**src/rtl/gmc_fifo.sv**
```systemverilog
`timescale 1ns / 1ps
module gmc_fifo #(
  parameter int W     = 36,
  parameter int DEPTH = 2
) (
  input  logic         clk_i,
  input  logic         rst_ni,
  input  logic         push_i,
  input  logic [W-1:0] data_i,
  output logic         full_o,
  input  logic         pop_i,
  output logic [W-1:0] data_o,
  output logic         empty_o
);
  localparam int PW = (DEPTH > 1) ? $clog2(DEPTH) : 1;
  localparam int CW = $clog2(DEPTH + 1);

  logic [W-1:0]  mem_q [DEPTH];
  logic [PW-1:0] wr_q, rd_q;
  logic [CW-1:0] cnt_q;
  logic          do_push, do_pop;

  assign full_o  = (cnt_q == CW'(DEPTH));
  assign empty_o = (cnt_q == '0);
  assign do_push = push_i && !full_o;
  assign do_pop  = pop_i && !empty_o;
  assign data_o  = mem_q[rd_q];

  always_ff @(posedge clk_i or negedge rst_ni) begin
    if (!rst_ni) begin
      wr_q  <= '0;
      rd_q  <= '0;
      cnt_q <= '0;
    end else begin
      if (do_push) begin
        mem_q[wr_q] <= data_i;
        wr_q        <= (wr_q == PW'(DEPTH - 1)) ? '0 : wr_q + PW'(1);
      end
      if (do_pop) begin
        rd_q <= (rd_q == PW'(DEPTH - 1)) ? '0 : rd_q + PW'(1);
      end
      if (do_push && !do_pop) begin
        cnt_q <= cnt_q + CW'(1);
      end else if (do_pop && !do_push) begin
        cnt_q <= cnt_q - CW'(1);
      end
    end
  end

endmodule

```
**config.mk**
```make
export PLATFORM = sky130hd
export DESIGN_NAME = gmc_fifo
export DESIGN_NICKNAME = d
export VERILOG_FILES = /design/src/rtl/gmc_fifo.sv
export SDC_FILE = /design/constraint.sdc
export NUM_CORES = 1
export LEC_CHECK = 0
export ABC_AREA = 1
export BUFFER_PORTS_ARGS = -buffer_cell sky130_fd_sc_hd__buf_2
export CORE_ASPECT_RATIO = 1.5
export CORE_UTILIZATION = 46
export CTS_CLUSTER_SIZE = 14
export DETAILED_ROUTE_END_ITERATION = 10
export MAX_ROUTING_LAYER = met4
export PLACE_DENSITY = 0.82
export SYNTH_ARGS = -nofsm -noshare
export SYNTH_HDL_FRONTEND = slang
export SYNTH_SLANG_ARGS = --single-unit
export TNS_END_PERCENT = 20
```
**constraint.sdc**
```tcl
create_clock -name clk_i -period 3.42 [get_ports clk_i]
set_input_delay 0.684 -clock clk_i [delete_from_list [all_inputs] [get_ports clk_i]]
set_output_delay 0.684 -clock clk_i [all_outputs]
set_load 0.01 [all_outputs]
```
==> impl_results.md <==
* Sw Share at 0.3152
* Die Ht at 98.60 µm
* Worst-path clk slew at 70 ps
* Setup crit end kind: output port
* Layout area overhead at 24.57%
* Clk_skew at approximately 7.3 ps
* Global route total overflow at 0
* Clock power share at 0.274
* NetSw at 0.8921 mW
* Largest net degree at the start of global routing at 38
* Worst skew pair latency at approximately 330 ps
* Reg2reg end: mem_q[0][2]
* WL per Instance at 13.03 µm
* WP data required at about 2700 ps
* # placed instances at 365
* CTS tree: done
* Final hold vios at 0
* First-pass GRT wire length at 7.631 mm
* Buf+Inv Stages, Crit Path at 2
* Power density over the cells at ~790 nW/µm²
* Post-Route Setup TNS at 0 ps
* Worst slew margin at 0.3344
* Max Transition Viols Final at 0
* Synth warnings at 0
* Min-delay worst type: input pin to async pin
* Row Count at 34
* Clock Tree Root: clkbuf_8
* Antenna Nets Post-Route at 0
* Syn Area/Cell at 13.01 µm²
* HPWL Detailed at 3.398 mm
* Share of power burned in registers at 0.436
* Critical path fanouts, max at 37
* Die footprint at ~6500 µm²
* Worst path depth at 4
* Clock buffer count from CTS at 9
* Comb pwr share at 0.290
* Register-to-Register Path Depth at 5
* Dpl ws at 1186 ps
* CP cell instances: inv_2 -> nand2_1 -> nand2_1 -> buf_2
* Crit path time final at 2519 ps
* Fmax at 396.9 MHz
* Critical path's top delay family: buffers and inverters
* H-tree Lvls at 3
* CP max stage delay at 590 ps
* Final Core Density at 0.6028
* FF-to-FF Start: cnt_q[1]
* Worst Setup Path Type: register to output port
* Post-CTS Setup Bufs at 0
* Nets@finish at ~350
* Antenna violations before repair at 1
* Endpoints failing setup at 0
* Slew @ Worst Pin at 996.1 ps
* Final WL at between 4 and 5 mm
* Core area at 5913 µm²
* Number of global-route vias before repair at 1702
* Max Cap Viol at 0
* CP dominant cell by count: nand2_1
* Placed cell areas at 3331 µm²
* Leakage at 1.563 nW
* CTS Sinks at 76
* Internal reg-to-reg setup slack at between 1000 and 1500 ps
* Commonest non-fill, non-tap cells in the layout: nand2_1, buf_2, edfxtp_1, clkbuf_8, inv_1
* Mapped Nets at 261
* Sequential element share of the synthesized area at 0.7906
* Cts repair resizes at 0
* Period utilization at 0.7367
* Internal at 1.938 mW
* Setup crit start kind: register
* RePlAce Congestion at 0.7422
* Die Wd at 66.40 µm
* Final non-filler cell area at 3565 µm²
* Slowest-stage cell, CP: dfrtp_1
* Synth Register Bits at 76
* IO Pins at 78
* RSZ-0062 raised after global routing: false
* Share of layout cells above drive strength 1 at 0.3236
* Vias at 1780
* Worst setup path start: rd_q
* Post-Syn Area at 2861 µm²
* Commonest non-fill, non-tap cell in the layout: nand2_1
* Multi-input gate area at between 500 and 600 µm²
* Critical Path AT at approximately 1800 ps
* Final std cells w/o fill at approximately 380
* Via/cell ratio at 4.660
* PortBufs at 77
* Worst hold margin at approximately 150 ps
* Max rail drop VDD at 562.7 µV
* Fillers at 462
* Initial core utilization at 0.4839
* Pwr Total at 2.830 mW
* FF/Latch Area at between 2000 and 2500 µm²
* Drt pass-1 iters at 4
* GRT Total Usage at 0.1705
* DRC viols at 0
* Clock Tree Buf Depth at 2
* Final worst slack at 900.6 ps
* Yosys cell types at 18
* Post-cts hold buffer count at 0
* Status: complete, no violations
* DRT iter0 DRCs at 78
* Mapped Cells at 220
## cells in the mapped netlist
cell / instances / share of area
nand3b_1: 1 / 0.0026
inv_1: 7 / 0.0092
ha_1: 1 / 0.0044
dfrtp_1: 4 / 0.035
xnor2_1: 1 / 0.0031
nor2_2: 2 / 0.0044
nand3_1: 1 / 0.0017
o21ai_1: 2 / 0.0035
nand2_1: 116 / 0.15
inv_2: 1 / 0.0013
nand2_2: 1 / 0.0022
buf_4: 4 / 0.010
nand4_1: 1 / 0.0022
buf_2: 3 / 0.0052
nor3_1: 1 / 0.0017
edfxtp_1: 72 / 0.76
nor2_1: 1 / 0.0013
nor2_4: 1 / 0.0039
## flip-flops by register name (all words and copies together) (netlist names)
name / cells
mem_q: 72
cnt_q: 2
rd_q: 1
wr_q: 1
## worst max-delay path by stage
stage,endpoint
6_report,data_o[11]
5_1_grt,data_o[11]
3_3_place_gp,mem_q[0][28]
4_1_cts,data_o[11]
3_5_place_dp,mem_q[0][28]
2_1_floorplan,mem_q[1][0]
## metal layers
| metal | wire length (µm) | global-route usage | vias to the layer above | share of wire |
|---|---|---|---|---|
| li1 | - | - | 904 | - |
| met1 | 1785 | 0.1677 | 808 | 0.36 |
| met2 | 2821 | 0.2983 | 59 | 0.57 |
| met3 | 266 | 0.04861 | 9 | 0.053 |
| met4 | 104 | 0.08183 | 0 | 0.021 |
| met5 | 0 | - | - | 0 |
## final cells by class
class,count,share of cell area
diodes,1,0.0007020
repair buffers,80,0.1144
clock inverters,5,0.02808
multi-input cells,129,0.1516
inverters,8,0.008424
clock buffers,11,0.03686
flip-flops and latches,76,0.6346
well taps,72,0.02527
## kinds of logic (layout without fill, tap and decap cells)
group                      Yosys count  in the layout  share of synthesized area
AOI/OAI and AO/OA                    2              2                   0.003498
xor gates and xnor gates             1              1                   0.003061
adders and majority gates            1              1                   0.004372
buffers and inverters               15            104                    0.02623
DFF                                 76             76                     0.7906
other                                0              1                          0
and+or+nand+nor                    125            125                     0.1723
## power groups by stage
stage | sequential, mW | clock, mW | combinational, mW
finish | 1.23 | 0.775 | 0.820
global route | 1.25 | 0.828 | 0.922
CTS | 1.23 | 0.793 | 0.836
detailed placement | 1.25 | 0 | 0.834
global placement | 1.25 | 0 | 0.815
floorplan | 1.22 | 0 | 0.549
Note: power is estimated with default switching activity, not from simulation.
