$ cat src/rtl/gmc_pkg.sv
`timescale 1ns / 1ps
package gmc_pkg;

  localparam int PRICE_W   = 32;
  localparam int SHOCK_W   = 16;
  localparam int DRIFT_W   = 32;
  localparam int VOL_W     = 30;
  localparam int CNT_W     = 16;
  localparam int X_W       = 36;
  localparam int SUM_W     = 48;
  localparam int SQ_W      = 64;
  localparam int E_W       = 52;
  localparam int CFG_IDX_W = 3;
  localparam int CFG_DAT_W = 32;
  localparam int N_TERMS   = 12;
  localparam int QUEUE_DEPTH_DEF = 2;

  localparam logic [29:0] LN2_Q30 = 30'd744261118;

  typedef enum logic [CFG_IDX_W-1:0] {
    REG_START_PRICE = 3'd0,
    REG_DRIFT       = 3'd1,
    REG_VOL         = 3'd2,
    REG_STEPS       = 3'd3,
    REG_PATHS       = 3'd4
  } cfg_reg_e;

  typedef logic signed [X_W-1:0] xval_t;

  typedef struct packed {
    logic [PRICE_W-1:0]        start_price;
    logic signed [DRIFT_W-1:0] drift_per_step;
    logic [VOL_W-1:0]          vol_per_step;
    logic [CNT_W-1:0]          steps_per_path;
    logic [CNT_W-1:0]          path_total;
  } cfg_t;

  // floor(2^32 / n) for the Taylor term divisors
  function automatic logic [32:0] recip(input logic [3:0] n);
    logic [32:0] r;
    unique case (n)
      4'd1:    r = 33'd4294967296;
      4'd2:    r = 33'd2147483648;
      4'd3:    r = 33'd1431655765;
      4'd4:    r = 33'd1073741824;
      4'd5:    r = 33'd858993459;
      4'd6:    r = 33'd715827882;
      4'd7:    r = 33'd613566756;
      4'd8:    r = 33'd536870912;
      4'd9:    r = 33'd477218588;
      4'd10:   r = 33'd429496729;
      4'd11:   r = 33'd390451572;
      4'd12:   r = 33'd357913941;
      default: r = 33'd0;
    endcase
    return r;
  endfunction

endpackage

$ cat src/rtl/gmc_ifs.sv
`timescale 1ns / 1ps
interface gmc_shock_if;
  import gmc_pkg::*;
  logic                      valid;
  logic                      ready;
  logic signed [SHOCK_W-1:0] shock;
  modport source (output valid, output shock, input ready);
  modport sink   (input valid, input shock, output ready);
endinterface


$ cat src/rtl/gmc_front.sv
`timescale 1ns / 1ps
module gmc_front (
  input  gmc_pkg::cfg_t  cfg_i,
  gmc_shock_if.sink      shock_i,
  input  logic           q_full_i,
  output logic           q_push_o,
  output gmc_pkg::xval_t q_data_o
);
  import gmc_pkg::*;

  logic signed [46:0] prod;
  logic signed [46:0] prod_rnd;
  logic signed [X_W-1:0] vz;
  logic signed [X_W-1:0] drift;

  // x = drift + round(vol * z / 2^12), half up
  assign prod     = $signed({1'b0, cfg_i.vol_per_step}) * shock_i.shock;
  assign prod_rnd = prod + 47'sd2048;
  assign vz       = $signed({prod_rnd[46], prod_rnd[46:12]});
  assign drift    = $signed({{(X_W-DRIFT_W){cfg_i.drift_per_step[DRIFT_W-1]}},
                             cfg_i.drift_per_step});

  assign shock_i.ready = !q_full_i;
  assign q_push_o      = shock_i.valid && !q_full_i;
  assign q_data_o      = vz + drift;

endmodule

$ cat src/flat_wrapper.sv
// flat-port wrapper written by rule: the top's interface ports become plain ports
module gmc_front_flat import gmc_pkg::*;
  (cfg_i, q_full_i, q_push_o, q_data_o, shock_i_valid, shock_i_shock, shock_i_ready);
  gmc_shock_if shock_i_i ();
  input  gmc_pkg::cfg_t cfg_i;
  input  logic q_full_i;
  output logic q_push_o;
  output gmc_pkg::xval_t q_data_o;
  input wire logic [$bits(shock_i_i.valid)-1:0] shock_i_valid;
  input wire logic [$bits(shock_i_i.shock)-1:0] shock_i_shock;
  output wire logic [$bits(shock_i_i.ready)-1:0] shock_i_ready;
  assign shock_i_i.valid = shock_i_valid;
  assign shock_i_i.shock = shock_i_shock;
  assign shock_i_ready = shock_i_i.ready;
  gmc_front u_core (.cfg_i(cfg_i), .shock_i(shock_i_i), .q_full_i(q_full_i), .q_push_o(q_push_o), .q_data_o(q_data_o));
endmodule
$ cat config.mk
export PLATFORM = sky130hd
export DESIGN_NAME = gmc_front_flat
export DESIGN_NICKNAME = d
export VERILOG_FILES = /design/src/rtl/gmc_pkg.sv /design/src/rtl/gmc_ifs.sv /design/src/rtl/gmc_front.sv /design/src/flat_wrapper.sv
export SDC_FILE = /design/constraint.sdc
export NUM_CORES = 1
export LEC_CHECK = 0
export BUFFER_PORTS_ARGS = -buffer_cell sky130_fd_sc_hd__clkbuf_2
export CAP_MARGIN = 20
export CELL_PAD_IN_SITES_DETAIL_PLACEMENT = 1
export CELL_PAD_IN_SITES_GLOBAL_PLACEMENT = 2
export CORE_MARGIN = 1
export CORE_UTILIZATION = 41
export DETAILED_ROUTE_END_ITERATION = 8
export MAX_ROUTING_LAYER = met4
export PLACE_DENSITY = 0.93
export SYNTH_ARGS = -nofsm -noshare
export SYNTH_HDL_FRONTEND = slang
export SYNTH_SLANG_ARGS = --single-unit
$ cat constraint.sdc
create_clock -name vclk -period 21.1
set_input_delay 1.055 -clock vclk [all_inputs]
set_output_delay 1.055 -clock vclk [all_outputs]
set_load 0.01 [all_outputs]
==> results of run 1 <==
critical path: cells and delay by family:
kind	cells	cell delay, ns
compound gates	14	4.06
fa+ha+maj	8	3.49
buf+inv	5	1.40
simple gates	3	0.61
xor+xnor	1	0.21
cell usage in the layout (no fill, tap or decap), types with 20 or more instances in the layout:
master / netlist / routed
sky130_fd_sc_hd__inv_1: 501 / 501
sky130_fd_sc_hd__fa_1: 391 / 391
sky130_fd_sc_hd__nand2_1: 300 / 300
sky130_fd_sc_hd__ha_1: 182 / 182
sky130_fd_sc_hd__and2_1: 180 / 180
sky130_fd_sc_hd__clkbuf_2: 1 / 118
sky130_fd_sc_hd__a21oi_1: 63 / 63
sky130_fd_sc_hd__nor2_1: 48 / 48
sky130_fd_sc_hd__xnor2_1: 42 / 42
sky130_fd_sc_hd__a21o_1: 39 / 39
sky130_fd_sc_hd__o21ai_0: 25 / 25
sky130_fd_sc_hd__nand2b_1: 20 / 20
area by class of cell:
class | count | area [um^2] | share of cell area, %
repair buffers | 121 | 613 | 3.39
multi-input cells | 1445 | 14900 | 82.5
diodes | 1 | 2.50 | 0.0138
inverters | 502 | 1880 | 10.4
well taps | 532 | 666 | 3.68
routing by layer:
metal | vias up | GRT usage (%) | part of all wire [%]
met5 | - | - | 0
met4 | 0 | 5.09 | 2.3
met2 | 200 | 43.3 | 53
li1 | 6131 | - | -
met1 | 7100 | 30.2 | 43
met3 | 51 | 0.489 | 2.1
synthesized netlist by cell type (all sizes together), types with 3 or more instances:
library cell	number	area share [%]
clkbuf	84	1.8
a21o	40	1.8
nor2b	9	0.33
xnor2	42	2.1
a221o	3	0.18
and2	180	6.6
o21bai	10	0.44
ha	182	13
o211ai	4	0.18
or2	4	0.15
a311oi	3	0.15
a211oi	6	0.26
nand4	11	0.40
fa	391	46
a211o	6	0.31
xor2	19	0.97
o21a	8	0.35
nor3	10	0.29
o31ai	4	0.18
o21ai	25	0.73
o41ai	3	0.20
nor2	48	1.1
and3	5	0.18
a21oi	64	1.9
nand2b	20	0.73
nand2	300	6.6
a31oi	8	0.38
nand3	11	0.32
a21boi	3	0.13
and4	7	0.36
inv	501	11
cell families (layout without fill, tap and decap cells):
group | count (synthesis) | after routing | synth area share, %
AO/OA/AOI/OAI | 199 | 199 | 7.86
other | 0 | 1 | 0
AND/OR/NAND/NOR | 611 | 611 | 17.2
buffers and inverters | 586 | 623 | 12.8
multiplexers | 1 | 1 | 0.0584
adder cells (fa/ha/maj) | 573 | 573 | 58.9
XOR/XNOR | 61 | 61 | 3.12
metrics by stage:
step	hold slack, ns	utilization (%)	cells
2_1_floorplan	2.15	-	2031
3_3_place_gp	2.34	44.1	2600
3_5_place_dp	2.35	44.1	2600
4_1_cts	2.35	44.1	2600
5_1_grt	2.36	44.1	2600
6_report	2.35	44.2	2601
worst max path at each step:
stage                                 start            to  slack, ns  cells after the start
final                     shock_i_shock[15]  q_data_o[34]       9.20                     31
after global placement    shock_i_shock[15]  q_data_o[34]       9.37                     31
after floorplan            shock_i_shock[1]  q_data_o[34]      11.32                     34
after CTS                 shock_i_shock[15]  q_data_o[34]       9.15                     31
after global routing      shock_i_shock[15]  q_data_o[34]       8.59                     31
after detailed placement  shock_i_shock[15]  q_data_o[34]       9.18                     31
==> impl_metrics.csv, run 1 <==
group,metric,value,unit
placed_design,dpl.hpwl,39600,um
die,core_area,41000,um^2
routing,post_drt_via_cell_ratio,5.18,
finish,nClkBuffers,0,
hold_path,startpoint_of_the_tightest_hold_check_path,"q_full_i",
routing,dr.pass1.iters,7,
global_routing,grt_usage,24.1,%
logic_synthesis,yosys_warnings,0,
clocking,cts_post_setup_buffers_inserted,0,
routing,antenna_violating_nets_post_route,0,
sta,rsz0062_at_grt,"false",
logic_synthesis,postSynthAreaPerCell,8.44,um^2
finish,fin_area,18100,um^2
routing,routed-via-count,13500,
outcome,status,"finished with violations",
hold_path,worst_hold_path.endpoint,"shock_i_ready",
finish,ff_latch_area,0,um^2
sta,finalWorstSetupSlack,9.20,ns
outcome,failed_checks,"design-rule violations",
setup_path,cpMaxStageDelayCell,"sky130_fd_sc_hd__clkinv_1",
logic_synthesis,synth.yosys.seq_area_share,0,%
finish,filler_cell_count,5019,
global_routing,antenna_violations_before_repair,0,
global_routing,vias_in_the_first_global_route,15200,
flow_run,cap_violations,0,
logic_synthesis,post_syn_instances,2031,
logic_synthesis,post_synth_num_cell_types,55,
die,die_w,206,um
setup_path,critPathCaptureType,"output port",
sta,report.final.setup_viol,0,
placed_design,detailed_place.area,18100,um^2
sta,fin_crit,11.90,ns
finish,nFlopsAndLatches,0,
sta,timing.slew.headroom,40.3,%
clocking,cts_hold_buf,0,
setup_path,worstSetupStartpointType,"input pin",
placed_design,portBuffers,118,
sta,fmaxAchievable,84.0,MHz
setup_path,timing.critical_path.fanout_max,18,
sta,tightestPinTransition,0.896,ns
clocking,cts_resized,0,
setup_path,max_stage_delay,0.79,ns
hold_path,hold_class,"in2out",
logic_synthesis,mappedNetlistNets,2748,
hold_path,min_delay_path_depth,3,
global_routing,grt_pass1_wl,78100,um
setup_path,critPathKind,"in2out",
routing,dr.first_iter.drc_count,378,
die,die_area,42600,um^2
die,rows,74,
global_routing,gr-total-overflow,0,
placed_design,post_placement_setup_slack,9.18,ns
routing,drc_violation_count_after_routing,12,
sta,timing.final.hold_violations,0,
routing,wl,47700,um
sta,layout_worst_path_cycle_share,56.4,%
routing,routedWlPerCell,18.3,um
placed_design,gp_congestion,0.823,
logic_synthesis,netlist_area,17100,um^2
setup_path,cp.arrival,10.85,ns
setup_path,critical_path_required,20.05,ns
die,floorplan.initialDensity,41.8,%
setup_path,cpMostUsedCell,"sky130_fd_sc_hd__fa_1",
finish,final_net_count,2787,
die,io_pins,182,
sta,count_of_pins_over_their_slew_limit,0,
finish,areaGrowthSynthToFinish,5.63,%
finish,drive_above_1_share,6.43,%
global_routing,largest_net_degree_at_the_start_of_global_routing,31,
sta,finalSetupTns,0,ns
die,dieHeight,206,um
==> inputs of run 2 (changes only) <==
--- a/config.mk
+++ b/config.mk
@@ -5,15 +5,16 @@
 export SDC_FILE = /design/constraint.sdc
 export NUM_CORES = 1
 export LEC_CHECK = 0
+export ABC_AREA = 1
 export BUFFER_PORTS_ARGS = -buffer_cell sky130_fd_sc_hd__clkbuf_2
 export CAP_MARGIN = 20
 export CELL_PAD_IN_SITES_DETAIL_PLACEMENT = 1
 export CELL_PAD_IN_SITES_GLOBAL_PLACEMENT = 2
 export CORE_MARGIN = 1
-export CORE_UTILIZATION = 41
+export CORE_UTILIZATION = 36
 export DETAILED_ROUTE_END_ITERATION = 8
 export MAX_ROUTING_LAYER = met4
-export PLACE_DENSITY = 0.93
+export PLACE_DENSITY = 0.87
 export SYNTH_ARGS = -nofsm -noshare
 export SYNTH_HDL_FRONTEND = slang
 export SYNTH_SLANG_ARGS = --single-unit
==> constraint.sdc (replaced) <==
create_clock -name vclk -period 11.1
set_input_delay 0.555 -clock vclk [all_inputs]
set_output_delay 0.555 -clock vclk [all_outputs]
set_load 0.01 [all_outputs]
==> run 2 against run 1 <==
  * The run now ends clean
  * Sequential cell count is the same
  * Utilization shrank 5.3 points
  * Setup slack worse by 7.0 ns
  * Sequential share of layout area did not move
  * Synthesized area rose by 10%
  * Synthesized cell count grew 32%
  * First-iteration DRC count grew 39%
  * Largest cell class unchanged
==> impl_metrics.csv, run 2 <==
group,metric,value,unit
sta,rsz0062_at_grt,"false",
sta,fmaxAchievable,112,MHz
placed_design,dpl.hpwl,53000,um
sta,tightestPinTransition,0.960,ns
global_routing,grt_usage,24.5,%
global_routing,globalRouteMet1Util,30.9,%
routing,dr.first_iter.drc_count,525,
logic_synthesis,netlist_top_cells_area,"sky130_fd_sc_hd__fa_1 41%, sky130_fd_sc_hd__inv_1 15%, sky130_fd_sc_hd__nand2_1 14%",
die,rows,83,
setup_path,worstSetupStartpointType,"input pin",
finish,nClkBuffers,0,
finish,areaGrowthSynthToFinish,5.89,%
logic_synthesis,compound_cell_area_share_of_the_yosys_netlist,6.08,%
finish,mostFrequentLayoutCells,"772 x sky130_fd_sc_hd__inv_1, 710 x sky130_fd_sc_hd__nand2_1, 391 x sky130_fd_sc_hd__fa_1, 182 x sky130_fd_sc_hd__ha_1, 153 x sky130_fd_sc_hd__nor2_1",
clocking,cts_resized,0,
die,die_area,53500,um^2
global_routing,grt_pass1_wl,101000,um
clocking,cts_hold_buf,0,
routing,drc_violation_count_after_routing,0,
logic_synthesis,netlist_area,18900,um^2
sta,report.final.setup_viol,0,
placed_design,portBuffers,118,
global_routing,grt.busiest_layer,"met2",
logic_synthesis,synth_top_cell_by_area,"sky130_fd_sc_hd__fa_1",
die,dieHeight,231,um
logic_synthesis,synthXorXnorAreaFrac,2.18,%
global_routing,largest_net_degree_at_the_start_of_global_routing,32,
setup_path,critical_path_required,10.55,ns
finish,ff_latch_area,0,um^2
flow_run,cap_violations,0,
sta,fin_crit,8.93,ns
routing,post_drt_via_cell_ratio,4.92,
routing,antenna_violating_nets_post_route,0,
sta,finalSetupTns,0,ns
routing,routed-via-count,16700,
logic_synthesis,largest_family_of_logic_cells_by_synthesized_area,"adder cells",
sta,count_of_pins_over_their_slew_limit,0,
setup_path,max_stage_delay,0.61,ns
global_routing,antenna_violations_before_repair,1,
setup_path,cp.arrival,8.37,ns
finish,final_net_count,3436,
global_routing,groute.layer.met3.usage,0.689,%
die,io_pins,182,
clocking,cts_post_setup_buffers_inserted,0,
placed_design,detailed_place.area,20000,um^2
routing,wl,61100,um
finish,nFlopsAndLatches,0,
sta,timing.final.hold_violations,0,
global_routing,gr-total-overflow,0,
finish,filler_cell_count,6616,
finish,fin_area,20000,um^2
die,core_area,51600,um^2
logic_synthesis,yosys_warnings,0,
setup_path,cpMaxStageDelayCell,"sky130_fd_sc_hd__clkbuf_2",
logic_synthesis,most_frequent_cells_after_synthesis,"772 x sky130_fd_sc_hd__inv_1, 710 x sky130_fd_sc_hd__nand2_1, 391 x sky130_fd_sc_hd__fa_1",
finish,multi_input_comb_area,15700,um^2
die,floorplan.initialDensity,36.7,%
logic_synthesis,mappedNetlistNets,3407,
logic_synthesis,synth_top_area_share,41.4,%
setup_path,critPathKind,"in2out",
logic_synthesis,post_synth_num_cell_types,33,
outcome,status,"finished clean",
logic_synthesis,synth_simple_gate_area_share,21.1,%
finish,drive_above_1_share,6.18,%
logic_synthesis,most_repeated_cell_in_the_gate_level_netlist_after_synthesis,"sky130_fd_sc_hd__inv_1",
logic_synthesis,synth.yosys.seq_area_share,0,%
logic_synthesis,yosys.area_share.adder,53.4,%
routing,dr.pass1.iters,5,
logic_synthesis,post_syn_instances,2690,
hold_path,hold_class,"in2out",
global_routing,vias_in_the_first_global_route,19000,
die,die_w,231,um
logic_synthesis,multiplexer_share_of_the_synthesized_area,0,%
sta,layout_worst_path_cycle_share,80.4,%
setup_path,timing.critical_path.fanout_max,29,
logic_synthesis,postSynthAreaPerCell,7.03,um^2
finish,final_common_cell,"sky130_fd_sc_hd__inv_1",
routing,routedWlPerCell,18.0,um
global_routing,global_route.usage.met2,44.8,%
sta,timing.slew.headroom,36.0,%
setup_path,critPathCaptureType,"output port",
placed_design,gp_congestion,0.914,
==> run 2: changes by cell type in the layout (fill, tap and decap cells not counted), sizes merged, moves of 8 or more <==
cell | previous run | this run
nand3 | 11 | 58
nor2 | 48 | 163
and2 | 180 | 0
nand2b | 20 | 1
nand2 | 300 | 721
o21ai | 25 | 59
a21o | 40 | 9
inv | 501 | 775
nor2b | 9 | 0
a21oi | 64 | 106
xor2 | 19 | 39
xnor2 | 42 | 8
or2 | 4 | 14
nor3 | 10 | 18
==> run 2: cells by family (layout without fill, tap and decap cells) <==
logic type / Yosys count / after routing
AOI/OAI and AO/OA: 206 / 206
xor gates and xnor gates: 47 / 47
adders and majority gates: 573 / 573
buffers and inverters: 869 / 896
other: 0 / 1
and+or+nand+nor: 995 / 995
==> run 2: per-stage QoR <==
step	util, %	cells	setup slack, ns	hold slack, ns
5_1_grt	38.8	3398	1.70	1.36
3_3_place_gp	38.8	3397	2.22	1.34
2_1_floorplan	-	2690	3.66	1.15
6_report	38.8	3398	2.17	1.34
3_5_place_dp	38.8	3397	2.15	1.35
4_1_cts	38.8	3397	2.10	1.34
==> run 2: final cells by class <==
cell class	instances	share of cell area (%)
multi-input cells	1821	78.2
inverters	775	14.5
well taps	680	4.25
repair buffers	121	3.06
diodes	1	0.0125
==> run 2: path summary, 6_finish.rpt <==
check,startpoint,to,slack [ns],cells past startpoint
max,shock_i_shock[1],q_data_o[34],2.17,31
min,q_full_i,shock_i_ready,1.34,3
==> run 2: worst max-delay path: cells and delay by family <==
family / cells / cell delay, ns
simple gates: 11 / 1.66
buf+inv: 7 / 1.03
compound gates: 4 / 0.98
xor+xnor: 1 / 0.20
fa+ha+maj: 8 / 3.92
==> run 2: layer usage <==
metal	wire [um]	share of wire, %	vias to the layer above
met5	0	0	-
met4	626	1.0	0
met3	1280	2.1	45
met2	32200	53	229
met1	27000	44	8631
li1	-	-	7804
Power of run 2 is not shown: default switching activity piles up to over one toggle a cycle in this logic, so the estimate is an artifact.
==> inputs of run 3 (changes only) <==
--- a/config.mk
+++ b/config.mk
@@ -5,16 +5,16 @@
 export SDC_FILE = /design/constraint.sdc
 export NUM_CORES = 1
 export LEC_CHECK = 0
-export ABC_AREA = 1
+export ABC_AREA = 0
 export BUFFER_PORTS_ARGS = -buffer_cell sky130_fd_sc_hd__clkbuf_2
 export CAP_MARGIN = 20
 export CELL_PAD_IN_SITES_DETAIL_PLACEMENT = 1
 export CELL_PAD_IN_SITES_GLOBAL_PLACEMENT = 2
 export CORE_MARGIN = 1
-export CORE_UTILIZATION = 36
+export CORE_UTILIZATION = 35
 export DETAILED_ROUTE_END_ITERATION = 8
 export MAX_ROUTING_LAYER = met4
-export PLACE_DENSITY = 0.87
+export PLACE_DENSITY = 0.84
 export SYNTH_ARGS = -nofsm -noshare
 export SYNTH_HDL_FRONTEND = slang
 export SYNTH_SLANG_ARGS = --single-unit
==> constraint.sdc (replaced) <==
create_clock -name vclk -period 8.1
set_input_delay 0.405 -clock vclk [all_inputs]
set_output_delay 0.405 -clock vclk [all_outputs]
set_load 0.01 [all_outputs]
==> run 3 against run 2 <==
  * The run now ends with negative setup slack left
  * Wire length decreased by 4.5%
  * Via count decreased by 9.9%
  * Count of clock-buffer cells in the layout unchanged
  * Critical path type unchanged
==> impl_metrics.csv, run 3 (synthesis gave the netlist of run 1 again) <==
group,metric,value,unit
global_routing,largest_net_degree_at_the_start_of_global_routing,20,
sta,finalWorstSetupSlack,-0.479,ns
outcome,status,"finished with violations",
setup_path,worstSetupStartpointType,"input pin",
placed_design,dpl.hpwl,48200,um
global_routing,antenna_violations_before_repair,0,
setup_path,critical_path_required,7.70,ns
finish,drive_above_1_share,28.5,%
sta,fmaxAchievable,117,MHz
setup_path,critPathCaptureType,"output port",
finish,nClkBuffers,0,
setup_path,timing.critical_path.fanout_max,6,
setup_path,max_stage_delay,0.59,ns
sta,timing.slew.headroom,67.1,%
die,die_w,223,um
setup_path,critPathKind,"in2out",
die,core_area,48000,um^2
finish,antennaDiodeCount,0,
flow_run,cap_violations,0,
placed_design,gp_congestion,0.901,
finish,ff_latch_area,0,um^2
global_routing,grt_pass1_wl,90800,um
finish,filler_cell_count,5566,
routing,routed-via-count,15000,
finish,areaGrowthSynthToFinish,33.5,%
setup_path,cpMaxStageDelayCell,"sky130_fd_sc_hd__fa_1",
sta,layout_worst_path_cycle_share,106,%
die,io_pins,182,
placed_design,portBuffers,118,
hold_path,hold_class,"in2out",
global_routing,gr-total-overflow,0,
sta,report.final.setup_viol,18,
finish,final_common_cell,"sky130_fd_sc_hd__inv_1",
routing,drc_violation_count_after_routing,0,
routing,dr.pass1.iters,5,
die,dieHeight,223,um
sta,fin_crit,8.58,ns
routing,routedWlPerCell,19.1,um
routing,dr.first_iter.drc_count,406,
setup_path,cp.arrival,8.17,ns
outcome,failed_checks,"negative setup slack",
routing,post_drt_via_cell_ratio,4.92,
global_routing,grt_usage,23.7,%
routing,antenna_violating_nets_post_route,0,
sta,timing.final.hold_violations,0,
sta,rsz0062_at_grt,"true",
finish,mostFrequentLayoutCells,"486 x sky130_fd_sc_hd__inv_1, 372 x sky130_fd_sc_hd__fa_1, 311 x sky130_fd_sc_hd__buf_4, 291 x sky130_fd_sc_hd__nand2_1, 168 x sky130_fd_sc_hd__and2_1",
setup_path,cpMostUsedCell,"sky130_fd_sc_hd__fa_1",
sta,hold-worst-slack,1.05,ns
finish,nFlopsAndLatches,0,
sta,count_of_pins_over_their_slew_limit,0,
finish,final_net_count,3163,
global_routing,vias_in_the_first_global_route,17600,
die,die_area,49900,um^2
sta,tightestPinTransition,0.488,ns
die,floorplan.initialDensity,35.7,%
die,rows,80,
routing,wl,58300,um
sta,finalSetupTns,-5.04,ns
run 3: worst max-delay path, delay by kind of cell:
kind            cells  cell delay, ns
fa+ha+maj           8            3.54
simple gates        3            0.38
xor+xnor            1            0.17
compound gates     11            2.24
buf+inv            12            1.43
run 3: final cells by class:
class                           count  area, um^2  share of cell area (%)
Tap cell                          615         769                    3.36
Timing Repair Buffer              497        4290                    18.7
Inverter                          502        1890                    8.25
Multi-Input combinational cell   1445       15900                    69.7
run 3: stage by stage:
step	instance area, um^2	cells	utilization [%]	setup WS [ns]
2_1_floorplan	17200	2031	-	0.00465
3_3_place_gp	20500	2969	42.6	-0.873
3_5_place_dp	20500	2969	42.6	-0.984
4_1_cts	21800	3005	45.4	-0.484
5_1_grt	22900	3059	47.7	-0.781
6_report	22900	3059	47.7	-0.479
run 3: path summary, 6_finish.rpt:
kind	startpoint	to	slack, ns	depth (start not counted)
worst max-delay path	cfg_i[47]	q_data_o[34]	-0.48	35
worst min-delay path	q_full_i	shock_i_ready	1.05	3
run 3: metal layers:
metal / GRT usage (%) / part of all wire [%] / wire, um
met4: 6.87 / 3.1 / 1830
met1: 26.5 / 39 / 23000
met3: 0.909 / 1.6 / 913
met5: - / 0 / 0
met2: 45.6 / 56 / 32600
run 3: what timing repair did:
action / CTS / global route
endpoints found under the setup margin: 26 / 26
resized for setup: 245 / 198
gates cloned: 1 / 3
hold buffers: 0 / 0
setup buffers: 36 / 59
pin swaps: 108 / 142
Power of run 3 is left out for the same reason.
